$ cat config.mk
export PLATFORM = sky130hd
export DESIGN_NAME = adjacency_multilist_engine
export DESIGN_NICKNAME = d
export VERILOG_FILES = /design/src/rtl/core/amle_pkg.sv /design/src/rtl/core/amle_ram.sv /design/src/rtl/core/amle_ctrl.sv /design/src/rtl/core/adjacency_multilist_engine.sv
export SDC_FILE = /design/constraint.sdc
export NUM_CORES = 2
export LEC_CHECK = 0
export BUFFER_PORTS_ARGS = -buffer_cell sky130_fd_sc_hd__buf_4
export CORE_ASPECT_RATIO = 0.7
export CORE_MARGIN = 2
export CORE_UTILIZATION = 35
export CTS_CLUSTER_DIAMETER = 60
export DETAILED_ROUTE_END_ITERATION = 8
export GPL_ROUTABILITY_DRIVEN = 0
export SLEW_MARGIN = 15
export SYNTH_ARGS = -nofsm -noshare
export SYNTH_HDL_FRONTEND = slang
export SYNTH_SLANG_ARGS = --single-unit
$ cat constraint.sdc
create_clock -name clock -period 5.68 [get_ports clock]
set_clock_uncertainty 0.1 [all_clocks]
set_input_delay 1.136 -clock clock [delete_from_list [all_inputs] [get_ports clock]]
set_output_delay 1.136 -clock clock [all_outputs]
set_load 0.1 [all_outputs]
$ cat src/rtl/core/amle_pkg.sv
`timescale 1ns / 1ps
`default_nettype none

package amle_pkg;

   localparam int MAX_VERTICES = 32;
   localparam int MAX_EDGES    = 64;

   localparam int VTX_W    = 5;
   localparam int SLOT_W   = 6;
   localparam int USED_W   = 7;
   localparam int COUNT_W  = 6;
   localparam int STATUS_W = 2;

   localparam int VADDR_W = (MAX_VERTICES > 1) ? $clog2(MAX_VERTICES) : 1;
   localparam int EADDR_W = (MAX_EDGES > 1) ? $clog2(MAX_EDGES) : 1;
   // link store: two links per edge, addressed {slot, end}
   localparam int LADDR_W = EADDR_W + 1;
   localparam int LINK_DEPTH = 2 * MAX_EDGES;

   localparam logic [COUNT_W-1:0] VCOUNT_RESET = COUNT_W'(32);

   localparam logic CMD_ADD  = 1'b0;
   localparam logic CMD_LIST = 1'b1;

   localparam int END_FIRST  = 0;
   localparam int END_SECOND = 1;

   typedef enum logic [STATUS_W-1:0] {
      ST_OK    = 2'd0,
      ST_FULL  = 2'd1,
      ST_RANGE = 2'd2
   } status_type;

   // per-vertex entry: chain head, chain tail and which links of the tail
   // edge belong to this vertex
   typedef struct packed {
      logic [SLOT_W-1:0] head;
      logic [SLOT_W-1:0] tail;
      logic [1:0]        mask;
   } vent_type;

   typedef struct packed {
      logic [VTX_W-1:0] fe;
      logic [VTX_W-1:0] se;
   } eend_type;

   localparam int VENT_W = $bits(vent_type);
   localparam int EEND_W = $bits(eend_type);

   typedef struct packed {
      logic               we;
      logic [VADDR_W-1:0] waddr;
      vent_type           wdata;
      logic               re;
      logic [VADDR_W-1:0] raddr;
   } vram_req_type;

   typedef struct packed {
      logic               we;
      logic [EADDR_W-1:0] waddr;
      eend_type           wdata;
      logic               re;
      logic [EADDR_W-1:0] raddr;
   } eram_req_type;

   typedef struct packed {
      logic               we;
      logic [LADDR_W-1:0] waddr;
      logic [SLOT_W-1:0]  wdata;
      logic               re;
      logic [LADDR_W-1:0] raddr;
   } lram_req_type;

endpackage

`default_nettype wire

$ cat src/rtl/core/amle_ram.sv
`timescale 1ns / 1ps
`default_nettype none

module amle_ram #(
   parameter int WIDTH = 8,
   parameter int DEPTH = 16,
   localparam int AW = (DEPTH > 1) ? $clog2(DEPTH) : 1
) (
   input  wire logic             clock,
   input  wire logic             wr_en,
   input  wire logic [AW-1:0]    wr_addr,
   input  wire logic [WIDTH-1:0] wr_data,
   input  wire logic             rd_en,
   input  wire logic [AW-1:0]    rd_addr,
   output logic      [WIDTH-1:0] rd_data
);

   logic [WIDTH-1:0] mem_ff [DEPTH];
   logic [WIDTH-1:0] rd_data_ff;

   always_ff @(posedge clock) begin
      if (wr_en) begin
         mem_ff[wr_addr] <= wr_data;
      end
      if (rd_en) begin
         rd_data_ff <= mem_ff[rd_addr];
      end
   end

   assign rd_data = rd_data_ff;

endmodule

`default_nettype wire

$ cat src/rtl/core/amle_ctrl.sv
`timescale 1ns / 1ps
`default_nettype none

module amle_ctrl
   import amle_pkg::*;
(
   input  wire logic                clock,
   input  wire logic                reset,
   input  wire logic [COUNT_W-1:0]  vertex_count,
   input  wire logic                req_valid,
   output logic                     req_stall,
   input  wire logic                req_cmd,
   input  wire logic [VTX_W-1:0]    req_vertex_a,
   input  wire logic [VTX_W-1:0]    req_vertex_b,
   output logic                     rsp_valid,
   input  wire logic                rsp_stall,
   output logic [STATUS_W-1:0]      rsp_status,
   output logic [SLOT_W-1:0]        rsp_edge_index,
   output logic [VTX_W-1:0]         rsp_first_end,
   output logic [VTX_W-1:0]         rsp_second_end,
   output logic [VTX_W-1:0]         rsp_other_end,
   output logic                     rsp_empty_res,
   output logic                     rsp_last,
   output vram_req_type             vram_req,
   input  wire vent_type            vram_rdata,
   output eram_req_type             eram_req,
   input  wire eend_type            eram_rdata,
   output lram_req_type             lram_req,
   input  wire logic [SLOT_W-1:0]   lram_rdata
);

   typedef enum logic [7:0] {
      S_IDLE = 8'b0000_0001,
      S_VRD  = 8'b0000_0010,
      S_LNK0 = 8'b0000_0100,
      S_LNK1 = 8'b0000_1000,
      S_VWR  = 8'b0001_0000,
      S_LHD  = 8'b0010_0000,
      S_LRD  = 8'b0100_0000,
      S_OUT  = 8'b1000_0000
   } state_type;

   state_type               state_ff, state_in;
   logic [MAX_VERTICES-1:0] vvalid_ff, vvalid_in;
   logic [USED_W-1:0]       used_ff, used_in;
   logic [VTX_W-1:0]        a_ff, a_in;
   logic [VTX_W-1:0]        b_ff, b_in;
   logic                    ph_ff, ph_in;
   vent_type                ent_ff, ent_in;
   logic [SLOT_W-1:0]       slot_ff, slot_in;
   logic [SLOT_W-1:0]       tail_ff, tail_in;

   status_type              rs_status_ff, rs_status_in;
   logic [SLOT_W-1:0]       rs_index_ff, rs_index_in;
   logic [VTX_W-1:0]        rs_fe_ff, rs_fe_in;
   logic [VTX_W-1:0]        rs_se_ff, rs_se_in;
   logic [VTX_W-1:0]        rs_oe_ff, rs_oe_in;
   logic                    rs_empty_ff, rs_empty_in;
   logic                    rs_last_ff, rs_last_in;

   logic                    accept;
   logic                    a_ok;
   logic                    b_ok;
   logic                    full;
   logic [VTX_W-1:0]        cur;
   logic [VADDR_W-1:0]      cur_idx;
   logic                    cur_valid;
   logic [SLOT_W-1:0]       new_slot;
   logic                    sel;

   assign accept    = req_valid && !req_stall;
   assign a_ok      = ({1'b0, req_vertex_a} < vertex_count) &&
                      (32'(req_vertex_a) < 32'(MAX_VERTICES));
   assign b_ok      = ({1'b0, req_vertex_b} < vertex_count) &&
                      (32'(req_vertex_b) < 32'(MAX_VERTICES));
   assign full      = (used_ff >= USED_W'(MAX_EDGES));
   assign cur       = ph_ff ? b_ff : a_ff;
   assign cur_idx   = VADDR_W'(cur);
   assign cur_valid = vvalid_ff[cur_idx];
   assign new_slot  = SLOT_W'(used_ff);
   // follow the second-end link unless the queried vertex is the first end
   assign sel       = (eram_rdata.fe != a_ff);

   assign req_stall = (state_ff != S_IDLE);
   assign rsp_valid = (state_ff == S_OUT);

   always_comb begin
      state_in     = state_ff;
      vvalid_in    = vvalid_ff;
      used_in      = used_ff;
      a_in         = a_ff;
      b_in         = b_ff;
      ph_in        = ph_ff;
      ent_in       = ent_ff;
      slot_in      = slot_ff;
      tail_in      = tail_ff;
      rs_status_in = rs_status_ff;
      rs_index_in  = rs_index_ff;
      rs_fe_in     = rs_fe_ff;
      rs_se_in     = rs_se_ff;
      rs_oe_in     = rs_oe_ff;
      rs_empty_in  = rs_empty_ff;
      rs_last_in   = rs_last_ff;

      vram_req       = '0;
      vram_req.raddr = (state_ff == S_IDLE) ? VADDR_W'(req_vertex_a) : VADDR_W'(b_ff);
      eram_req       = '0;
      lram_req       = '0;

      unique case (state_ff)
         S_IDLE: begin
            if (accept) begin
               a_in         = req_vertex_a;
               b_in         = req_vertex_b;
               ph_in        = 1'b0;
               vram_req.re  = 1'b1;
               rs_status_in = ST_OK;
               rs_index_in  = '0;
               rs_fe_in     = '0;
               rs_se_in     = '0;
               rs_oe_in     = '0;
               rs_empty_in  = 1'b0;
               rs_last_in   = 1'b1;
               if (req_cmd == CMD_ADD) begin
                  if (!(a_ok && b_ok)) begin
                     rs_status_in = ST_RANGE;
                     state_in     = S_OUT;
                  end else if (full) begin
                     rs_status_in = ST_FULL;
                     state_in     = S_OUT;
                  end else begin
                     state_in = S_VRD;
                  end
               end else begin
                  if (!a_ok) begin
                     rs_status_in = ST_RANGE;
                     state_in     = S_OUT;
                  end else begin
                     state_in = S_LHD;
                  end
               end
            end
         end
         S_VRD: begin
            ent_in   = vram_rdata;
            state_in = S_LNK0;
         end
         S_LNK0: begin
            // point the old tail's link for this vertex at the new slot
            lram_req.we    = cur_valid && ent_ff.mask[END_FIRST];
            lram_req.waddr = {EADDR_W'(ent_ff.tail), 1'b0};
            lram_req.wdata = new_slot;
            state_in       = S_LNK1;
         end
         S_LNK1: begin
            lram_req.we    = cur_valid && ent_ff.mask[END_SECOND];
            lram_req.waddr = {EADDR_W'(ent_ff.tail), 1'b1};
            lram_req.wdata = new_slot;
            state_in       = S_VWR;
         end
         S_VWR: begin
            vram_req.we         = 1'b1;
            vram_req.waddr      = cur_idx;
            vram_req.wdata.head = cur_valid ? ent_ff.head : new_slot;
            vram_req.wdata.tail = new_slot;
            if (!ph_ff) begin
               vram_req.wdata.mask = {(a_ff == b_ff), 1'b1};
            end else begin
               vram_req.wdata.mask = 2'b10;
            end
            vvalid_in[cur_idx] = 1'b1;
            if (!ph_ff && (a_ff != b_ff)) begin
               // second endpoint
               ph_in       = 1'b1;
               vram_req.re = 1'b1;
               state_in    = S_VRD;
            end else begin
               eram_req.we       = 1'b1;
               eram_req.waddr    = EADDR_W'(used_ff);
               eram_req.wdata.fe = a_ff;
               eram_req.wdata.se = b_ff;
               used_in           = used_ff + USED_W'(1);
               rs_status_in      = ST_OK;
               rs_index_in       = new_slot;
               rs_fe_in          = a_ff;
               rs_se_in          = b_ff;
               rs_oe_in          = '0;
               rs_empty_in       = 1'b0;
               rs_last_in        = 1'b1;
               state_in          = S_OUT;
            end
         end
         S_LHD: begin
            if (!cur_valid) begin
               rs_empty_in = 1'b1;
               state_in    = S_OUT;
            end else begin
               slot_in        = vram_rdata.head;
               tail_in        = vram_rdata.tail;
               eram_req.re    = 1'b1;
               eram_req.raddr = EADDR_W'(vram_rdata.head);
               state_in       = S_LRD;
            end
         end
         S_LRD: begin
            lram_req.re    = 1'b1;
            lram_req.raddr = {EADDR_W'(slot_ff), sel};
            rs_status_in   = ST_OK;
            rs_index_in    = slot_ff;
            rs_fe_in       = eram_rdata.fe;
            rs_se_in       = eram_rdata.se;
            rs_oe_in       = sel ? eram_rdata.fe : eram_rdata.se;
            rs_empty_in    = 1'b0;
            rs_last_in     = (slot_ff == tail_ff);
            state_in       = S_OUT;
         end
         S_OUT: begin
            if (!rsp_stall) begin
               if (rs_last_ff) begin
                  state_in = S_IDLE;
               end else begin
                  // advance along the chain
                  slot_in        = lram_rdata;
                  eram_req.re    = 1'b1;
                  eram_req.raddr = EADDR_W'(lram_rdata);
                  state_in       = S_LRD;
               end
            end
         end
         default: begin
            state_in = S_IDLE;
         end
      endcase
   end

   always_ff @(posedge clock) begin
      if (reset) begin
         state_ff  <= S_IDLE;
         vvalid_ff <= '0;
         used_ff   <= '0;
      end else begin
         state_ff  <= state_in;
         vvalid_ff <= vvalid_in;
         used_ff   <= used_in;
      end
   end

   always_ff @(posedge clock) begin
      a_ff         <= a_in;
      b_ff         <= b_in;
      ph_ff        <= ph_in;
      ent_ff       <= ent_in;
      slot_ff      <= slot_in;
      tail_ff      <= tail_in;
      rs_status_ff <= rs_status_in;
      rs_index_ff  <= rs_index_in;
      rs_fe_ff     <= rs_fe_in;
      rs_se_ff     <= rs_se_in;
      rs_oe_ff     <= rs_oe_in;
      rs_empty_ff  <= rs_empty_in;
      rs_last_ff   <= rs_last_in;
   end

   assign rsp_status     = rs_status_ff;
   assign rsp_edge_index = rs_index_ff;
   assign rsp_first_end  = rs_fe_ff;
   assign rsp_second_end = rs_se_ff;
   assign rsp_other_end  = rs_oe_ff;
   assign rsp_empty_res  = rs_empty_ff;
   assign rsp_last       = rs_last_ff;

endmodule

`default_nettype wire

$ cat src/rtl/core/adjacency_multilist_engine.sv
`timescale 1ns / 1ps
`default_nettype none

// Channel  Handshake           Word
// req      req_valid/stall     req_cmd, req_vertex_a, req_vertex_b
// rsp      rsp_valid/stall     status, edge_index, first/second/other_end, empty_res, last
// csr      csr_valid/ready     csr_wdata (vertex_count)
//
// Add: each distinct endpoint passes S_VRD, S_LNK0, S_LNK1 and S_VWR, then the result
// word; the vertex store has one read and one write port, and the two endpoints are read and updated in turn.
// List: the head read (S_LHD), then per edge on the chain the link read (S_LRD), then
// the rsp word with the next edge read (S_OUT); up to MAX_EDGES words.
// Reset clears the vertex valid bits and the edge count; no clearing pass.
// A stalled rsp word holds the sequencer; req stays stalled until last goes out.

module adjacency_multilist_engine
   import amle_pkg::*;
(
   input  wire logic                clock,
   input  wire logic                reset,
   input  wire logic                req_valid,
   output logic                     req_stall,
   input  wire logic                req_cmd,
   input  wire logic [VTX_W-1:0]    req_vertex_a,
   input  wire logic [VTX_W-1:0]    req_vertex_b,
   output logic                     rsp_valid,
   input  wire logic                rsp_stall,
   output logic [STATUS_W-1:0]      rsp_status,
   output logic [SLOT_W-1:0]        rsp_edge_index,
   output logic [VTX_W-1:0]         rsp_first_end,
   output logic [VTX_W-1:0]         rsp_second_end,
   output logic [VTX_W-1:0]         rsp_other_end,
   output logic                     rsp_empty_res,
   output logic                     rsp_last,
   input  wire logic                csr_valid,
   output logic                     csr_ready,
   input  wire logic [COUNT_W-1:0]  csr_wdata
);

   logic [COUNT_W-1:0] vcount_ff, vcount_in;

   vram_req_type      vram_req;
   vent_type          vram_rdata;
   eram_req_type      eram_req;
   eend_type          eram_rdata;
   lram_req_type      lram_req;
   logic [SLOT_W-1:0] lram_rdata;

   assign csr_ready = 1'b1;
   assign vcount_in = (csr_valid && csr_ready) ? csr_wdata : vcount_ff;

   always_ff @(posedge clock) begin
      if (reset) begin
         vcount_ff <= VCOUNT_RESET;
      end else begin
         vcount_ff <= vcount_in;
      end
   end

   amle_ctrl u_ctrl (
      .clock          (clock),
      .reset          (reset),
      .vertex_count   (vcount_ff),
      .req_valid      (req_valid),
      .req_stall      (req_stall),
      .req_cmd        (req_cmd),
      .req_vertex_a   (req_vertex_a),
      .req_vertex_b   (req_vertex_b),
      .rsp_valid      (rsp_valid),
      .rsp_stall      (rsp_stall),
      .rsp_status     (rsp_status),
      .rsp_edge_index (rsp_edge_index),
      .rsp_first_end  (rsp_first_end),
      .rsp_second_end (rsp_second_end),
      .rsp_other_end  (rsp_other_end),
      .rsp_empty_res  (rsp_empty_res),
      .rsp_last       (rsp_last),
      .vram_req       (vram_req),
      .vram_rdata     (vram_rdata),
      .eram_req       (eram_req),
      .eram_rdata     (eram_rdata),
      .lram_req       (lram_req),
      .lram_rdata     (lram_rdata)
   );

   amle_ram #(
      .WIDTH (VENT_W),
      .DEPTH (MAX_VERTICES)
   ) u_vertex_ram (
      .clock   (clock),
      .wr_en   (vram_req.we),
      .wr_addr (vram_req.waddr),
      .wr_data (vram_req.wdata),
      .rd_en   (vram_req.re),
      .rd_addr (vram_req.raddr),
      .rd_data (vram_rdata)
   );

   amle_ram #(
      .WIDTH (EEND_W),
      .DEPTH (MAX_EDGES)
   ) u_edge_ram (
      .clock   (clock),
      .wr_en   (eram_req.we),
      .wr_addr (eram_req.waddr),
      .wr_data (eram_req.wdata),
      .rd_en   (eram_req.re),
      .rd_addr (eram_req.raddr),
      .rd_data (eram_rdata)
   );

   amle_ram #(
      .WIDTH (SLOT_W),
      .DEPTH (LINK_DEPTH)
   ) u_link_ram (
      .clock   (clock),
      .wr_en   (lram_req.we),
      .wr_addr (lram_req.waddr),
      .wr_data (lram_req.wdata),
      .rd_en   (lram_req.re),
      .rd_addr (lram_req.raddr),
      .rd_data (lram_rdata)
   );

endmodule

`default_nettype wire
==> impl.org <==
** Layout
- The area growth from synthesis to layout is 13.3%.
- Fill cells in the final layout number 21,600.
- Share of post-route cells with drive strength above 1 :: 13.7%
- In the final design database the tool counted 6,066 nets.
- Cells fill 40.0% of the core in the end.

** Logic synthesis
- Synthesized netlist cell count :: 5,995
- Counting flops with an async set or reset pin after synthesis yields a share of 0%.
- Leading register cell type out of synthesis :: sky130_fd_sc_hd__edfxtp_1
- Post-synth top cells :: sky130_fd_sc_hd__edfxtp_1 (1,948), sky130_fd_sc_hd__nand2_1 (807), sky130_fd_sc_hd__nand3_1 (462)
- Counting distinct cell types in the post-synthesis netlist gives 87.
- Syn_area_per_cell :: 13.9 um2
- The number of nets in the synthesized netlist is 6,027.
- During synthesis, Yosys emitted a total of 0 warnings.
- Area share of the leading cell type in the synthesized netlist :: 70.2%
- Top cells by area, synth :: sky130_fd_sc_hd__edfxtp_1 (70%), sky130_fd_sc_hd__nand2_1 (3.6%), sky130_fd_sc_hd__nand3_1 (2.8%), sky130_fd_sc_hd__mux4_2 (2.6%), sky130_fd_sc_hd__a211oi_1 (2.2%)
- Counting flops with a built-in enable in the synthesized netlist gives 1,948.
- Synthesis inferred 2,001 register bits.
- Top cell type by total area after synthesis :: sky130_fd_sc_hd__edfxtp_1
- Dominant cell by count in the synthesized netlist :: sky130_fd_sc_hd__edfxtp_1
- Share of synthesized area occupied by flip-flops and latches :: 71.5%
- Cell Area, Synth :: 0.0833 mm2

** Drt
- After detailed routing, the total wire length is 248 mm.
- Dividing the detail-routed via count by the number of cells gives 5.78.
- Count of TritonRoute iterations in the first routing pass :: 6
- The count of nets left with antenna violations once routing finished came out at 0.
- Dividing the detail-routed wire length by the instance count gives 26.5 um.
- After detailed routing, the number of remaining DRC violations is 0.
- For this block, the initial DRC count from the detailed router was 8,185.
- The routed layout has 54,100 vias.

** Worst setup path
- Among the stages of the critical path, the cell type that occurs most often is sky130_fd_sc_hd__buf_4.
- For this run, the slowest stage of the critical path takes 810 ps.
- Cells traversed along the worst timing path :: mux2i_1, buf_4, mux2_2, o32ai_1, or4_1, or4_4, buf_12, and3_1, a211oi_1, a211oi_1, buf_4, nor4_1, buf_4, nand4_1
- RR Endpoint :: u_edge_ram.rd_data[1]$_DFFE_PP_
- The startpoint identified for the worst register-to-register timing path is u_ctrl.b_ff[0]$_DFFE_PP_.
- Startpoint Class :: register
- Critical path class :: register to register
- Grouping stages by cell kind, the critical path spends the most delay in simple AND/OR/NAND/NOR gates.
- For the worst flop-to-flop path, the logic depth is 14.
- The slowest stage of the critical path belongs to the cell sky130_fd_sc_hd__edfxtp_1.
- Critical Path Fanout Max :: 31
- Data on the critical path is required at its endpoint by 6150 ps.
- Buffers & Inverters on Critical Path :: 4
- The worst setup path is captured at a register.
- Worst-case register-to-register setup slack :: 260 ps
- Critical path data arrival time :: 5890 ps

** Global route
- Number of antenna violations at the first check in global routing :: 6
- Global routing used 19.8% of the available tracks.
- The total overflow left after global routing is 0.
- Met2 usage in global routing :: 27.3%
- In the global route stage, met3 resource usage came out at 5.28%.
- Via count of the first global-routing pass :: 50,000
- Most used routing layer in global routing :: met1
- Entering global routing, the biggest net connects 129 pins.
- First-pass GRT wire length :: 357 mm
- Global routing consumed, on the met1 layer, 30.2% of the routing resources.

** Floorplanning
- Measured along the x axis, the die boundary spans 587 um.
- Area of the die :: 0.242 mm2
- Vert. Die Dim :: 412 um
- Effective utilization at floorplan :: 35.3%
- The floorplan has 149 rows.
- During I/O placement, the number of pins put on the boundary was 50.
- The core region is 0.236 mm2.

** STA
- Once routing completed, OpenROAD measured the worst setup slack at 264 ps.
- After routing, the total negative slack on setup checks comes to 0 ps.
- Headroom to the max-slew limit came out at 15.4%.
- At the pin with the least slew margin, the transition time is 1270 ps.
- Fin crit share :: 95.4%
- The number of hold-slack violations in the final timing report was 0.
- Slew Viols, Final :: 0
- Setup repair after global routing left no endpoint under its margin.
- Final min period :: 5420 ps
- Static timing analysis puts the maximum clock frequency at 185 MHz.
- Final setup violation count :: 0

** Hold path
- Tightest Hold Check Type :: register to register
- Hold Startpoint :: u_vertex_ram.rd_data[0]$_DFFE_PP_
- The worst hold path passes through 0 cells.
- Hold Path End :: u_ctrl.ent_ff[0]$_DFFE_PP_

** Pwr
- Power spread over the standard cell area amounts to 331 mW/mm2.
- Post-layout total power :: 0.0312 W
- For this design the static power due to leakage is 33.3 nW.
- IR analysis of the VDD net gives a maximum drop of 0.269 mV.

** Clocking
- In this run the deepest clock path goes through 4 buffers.
- Clock Latency Late Sink :: 840 ps
- Clock-pin transition on the worst setup and hold timing paths :: 70 ps
- The cell sitting at the root of the clock tree is a sky130_fd_sc_hd__clkbuf_16.
- CTS sink count :: 2,001
- In this run, CTS created clock tree buffers numbering 193.
- TritonCTS clock tree :: done
- The H-tree generated during clock tree synthesis spans 4 levels.

** Placed design
- Buffers placed on the I/O ports in this run total 48.
- Worst setup slack before clock tree synthesis :: 365 ps
- The wire-length estimate of the detail-placed layout is 154 mm.

** Run
- Number of max-cap violations :: 0

** Status
- The flow ran to the end, and the final reports show no timing, DRC or antenna violations.
## cell usage in the layout (no fill, tap or decap), types with 25 or more instances in the layout
cell type,count
sky130_fd_sc_hd__dfxtp_1,53
sky130_fd_sc_hd__inv_1,56
sky130_fd_sc_hd__a211oi_1,244
sky130_fd_sc_hd__or4_1,25
sky130_fd_sc_hd__nand3_1,462
sky130_fd_sc_hd__a311oi_1,122
sky130_fd_sc_hd__a21oi_1,95
sky130_fd_sc_hd__edfxtp_1,1948
sky130_fd_sc_hd__a31oi_1,46
sky130_fd_sc_hd__and3_1,179
sky130_fd_sc_hd__nor2_1,397
sky130_fd_sc_hd__clkbuf_1,36
sky130_fd_sc_hd__o311ai_0,29
sky130_fd_sc_hd__o2111ai_1,29
sky130_fd_sc_hd__clkinv_2,38
sky130_fd_sc_hd__o211ai_1,102
sky130_fd_sc_hd__mux4_2,95
sky130_fd_sc_hd__nand4_1,47
sky130_fd_sc_hd__mux2_2,88
sky130_fd_sc_hd__buf_4,275
sky130_fd_sc_hd__mux2i_1,89
sky130_fd_sc_hd__o21ai_0,102
sky130_fd_sc_hd__buf_12,32
sky130_fd_sc_hd__nor4_1,35
sky130_fd_sc_hd__nand2b_1,102
sky130_fd_sc_hd__clkbuf_16,195
sky130_fd_sc_hd__clkinv_1,48
sky130_fd_sc_hd__nand2_1,798
## per-layer routing
layer / vias up / routed length, um
met5: - / 10
met4: 2 / 8040
met3: 405 / 29500
met2: 3052 / 102000
met1: 27400 / 109000
li1: 23200 / -
## how the worst max path moves through the flow
stage,from,to,slack [ps],depth (start not counted)
floorplan,u_ctrl.state_ff[7]$_SDFFE_PP0P_,u_link_ram.mem_ff[0][0]$_DFFE_PP_,640,5
global placement,u_ctrl.b_ff[0]$_DFFE_PP_,u_edge_ram.rd_data[5]$_DFFE_PP_,320,12
detailed placement,u_ctrl.b_ff[0]$_DFFE_PP_,u_edge_ram.rd_data[0]$_DFFE_PP_,360,13
CTS,u_ctrl.b_ff[0]$_DFFE_PP_,u_edge_ram.rd_data[0]$_DFFE_PP_,330,13
global route,u_ctrl.b_ff[0]$_DFFE_PP_,u_edge_ram.rd_data[3]$_DFFE_PP_,130,12
finish,u_ctrl.b_ff[0]$_DFFE_PP_,u_edge_ram.rd_data[1]$_DFFE_PP_,260,14
## per-stage QoR
step                instance area [um2]  cells  hold WS, ps
finish                            94400   9361          319
global route                      94400   9354          313
CTS                               94300   9352          317
detailed placement                88500   9008          305
global placement                  88400   9008          313
floorplan                         83300   5995          300
## what timing repair did
item | in CTS | in global routing
setup endpoints to repair | 0 | 1
resized for setup | 0 | 1
buffers inserted | 0 | 0
hold buffers | 0 | 0
## registers in the layout (all words and copies together), names as in the netlist, 8 cells and up
signal,count
u_edge_ram.rd_data,10
u_vertex_ram.mem_ff,448
u_ctrl.ent_ff,14
u_ctrl.state_ff,8
u_vertex_ram.rd_data,14
u_link_ram.mem_ff,768
u_ctrl.vvalid_ff,32
u_edge_ram.mem_ff,640
## where the power goes
part	total, W	leakage (nW)	internal [W]	switching (W)
Combinational	0.00265	8.78	0.000643	0.00201
Sequential	0.0162	21.7	0.0161	0.000116
Clock	0.0123	2.88	0.00681	0.00553
## worst reg2reg max path, delay by kind of cell, from the launching register on
family	cells	cell delay (ps)
and+or+nand+nor	5	2010
AOI/OAI and AO/OA	3	930
buffers and inverters	4	910
DFF	1	810
muxes	2	390
## area by class of cell
cell class	count	area [um2]	area share, %
sequential	2001	59600	63.1
multi-input combinational	3469	22000	23.3
clock buffer	233	5040	5.34
tap	3171	3970	4.20
timing repair buffer	308	2730	2.89
clock inverter	111	823	0.872
inverter	61	231	0.245
antenna	7	17.5	0.0186
## kinds of logic (layout without fill, tap and decap cells)
family	count (synthesis)	after routing	share of synthesized area, %
adders and majority gates	10	10	0.150
muxes	278	278	4.90
xor gates and xnor gates	21	21	0.221
buffers and inverters	525	713	2.48
DFF	2001	2001	71.5
AOI/OAI and AO/OA	945	945	8.33
other	1	8	0.00450
and+or+nand+nor	2214	2214	12.4
Note: power is estimated with default switching activity, not from simulation.
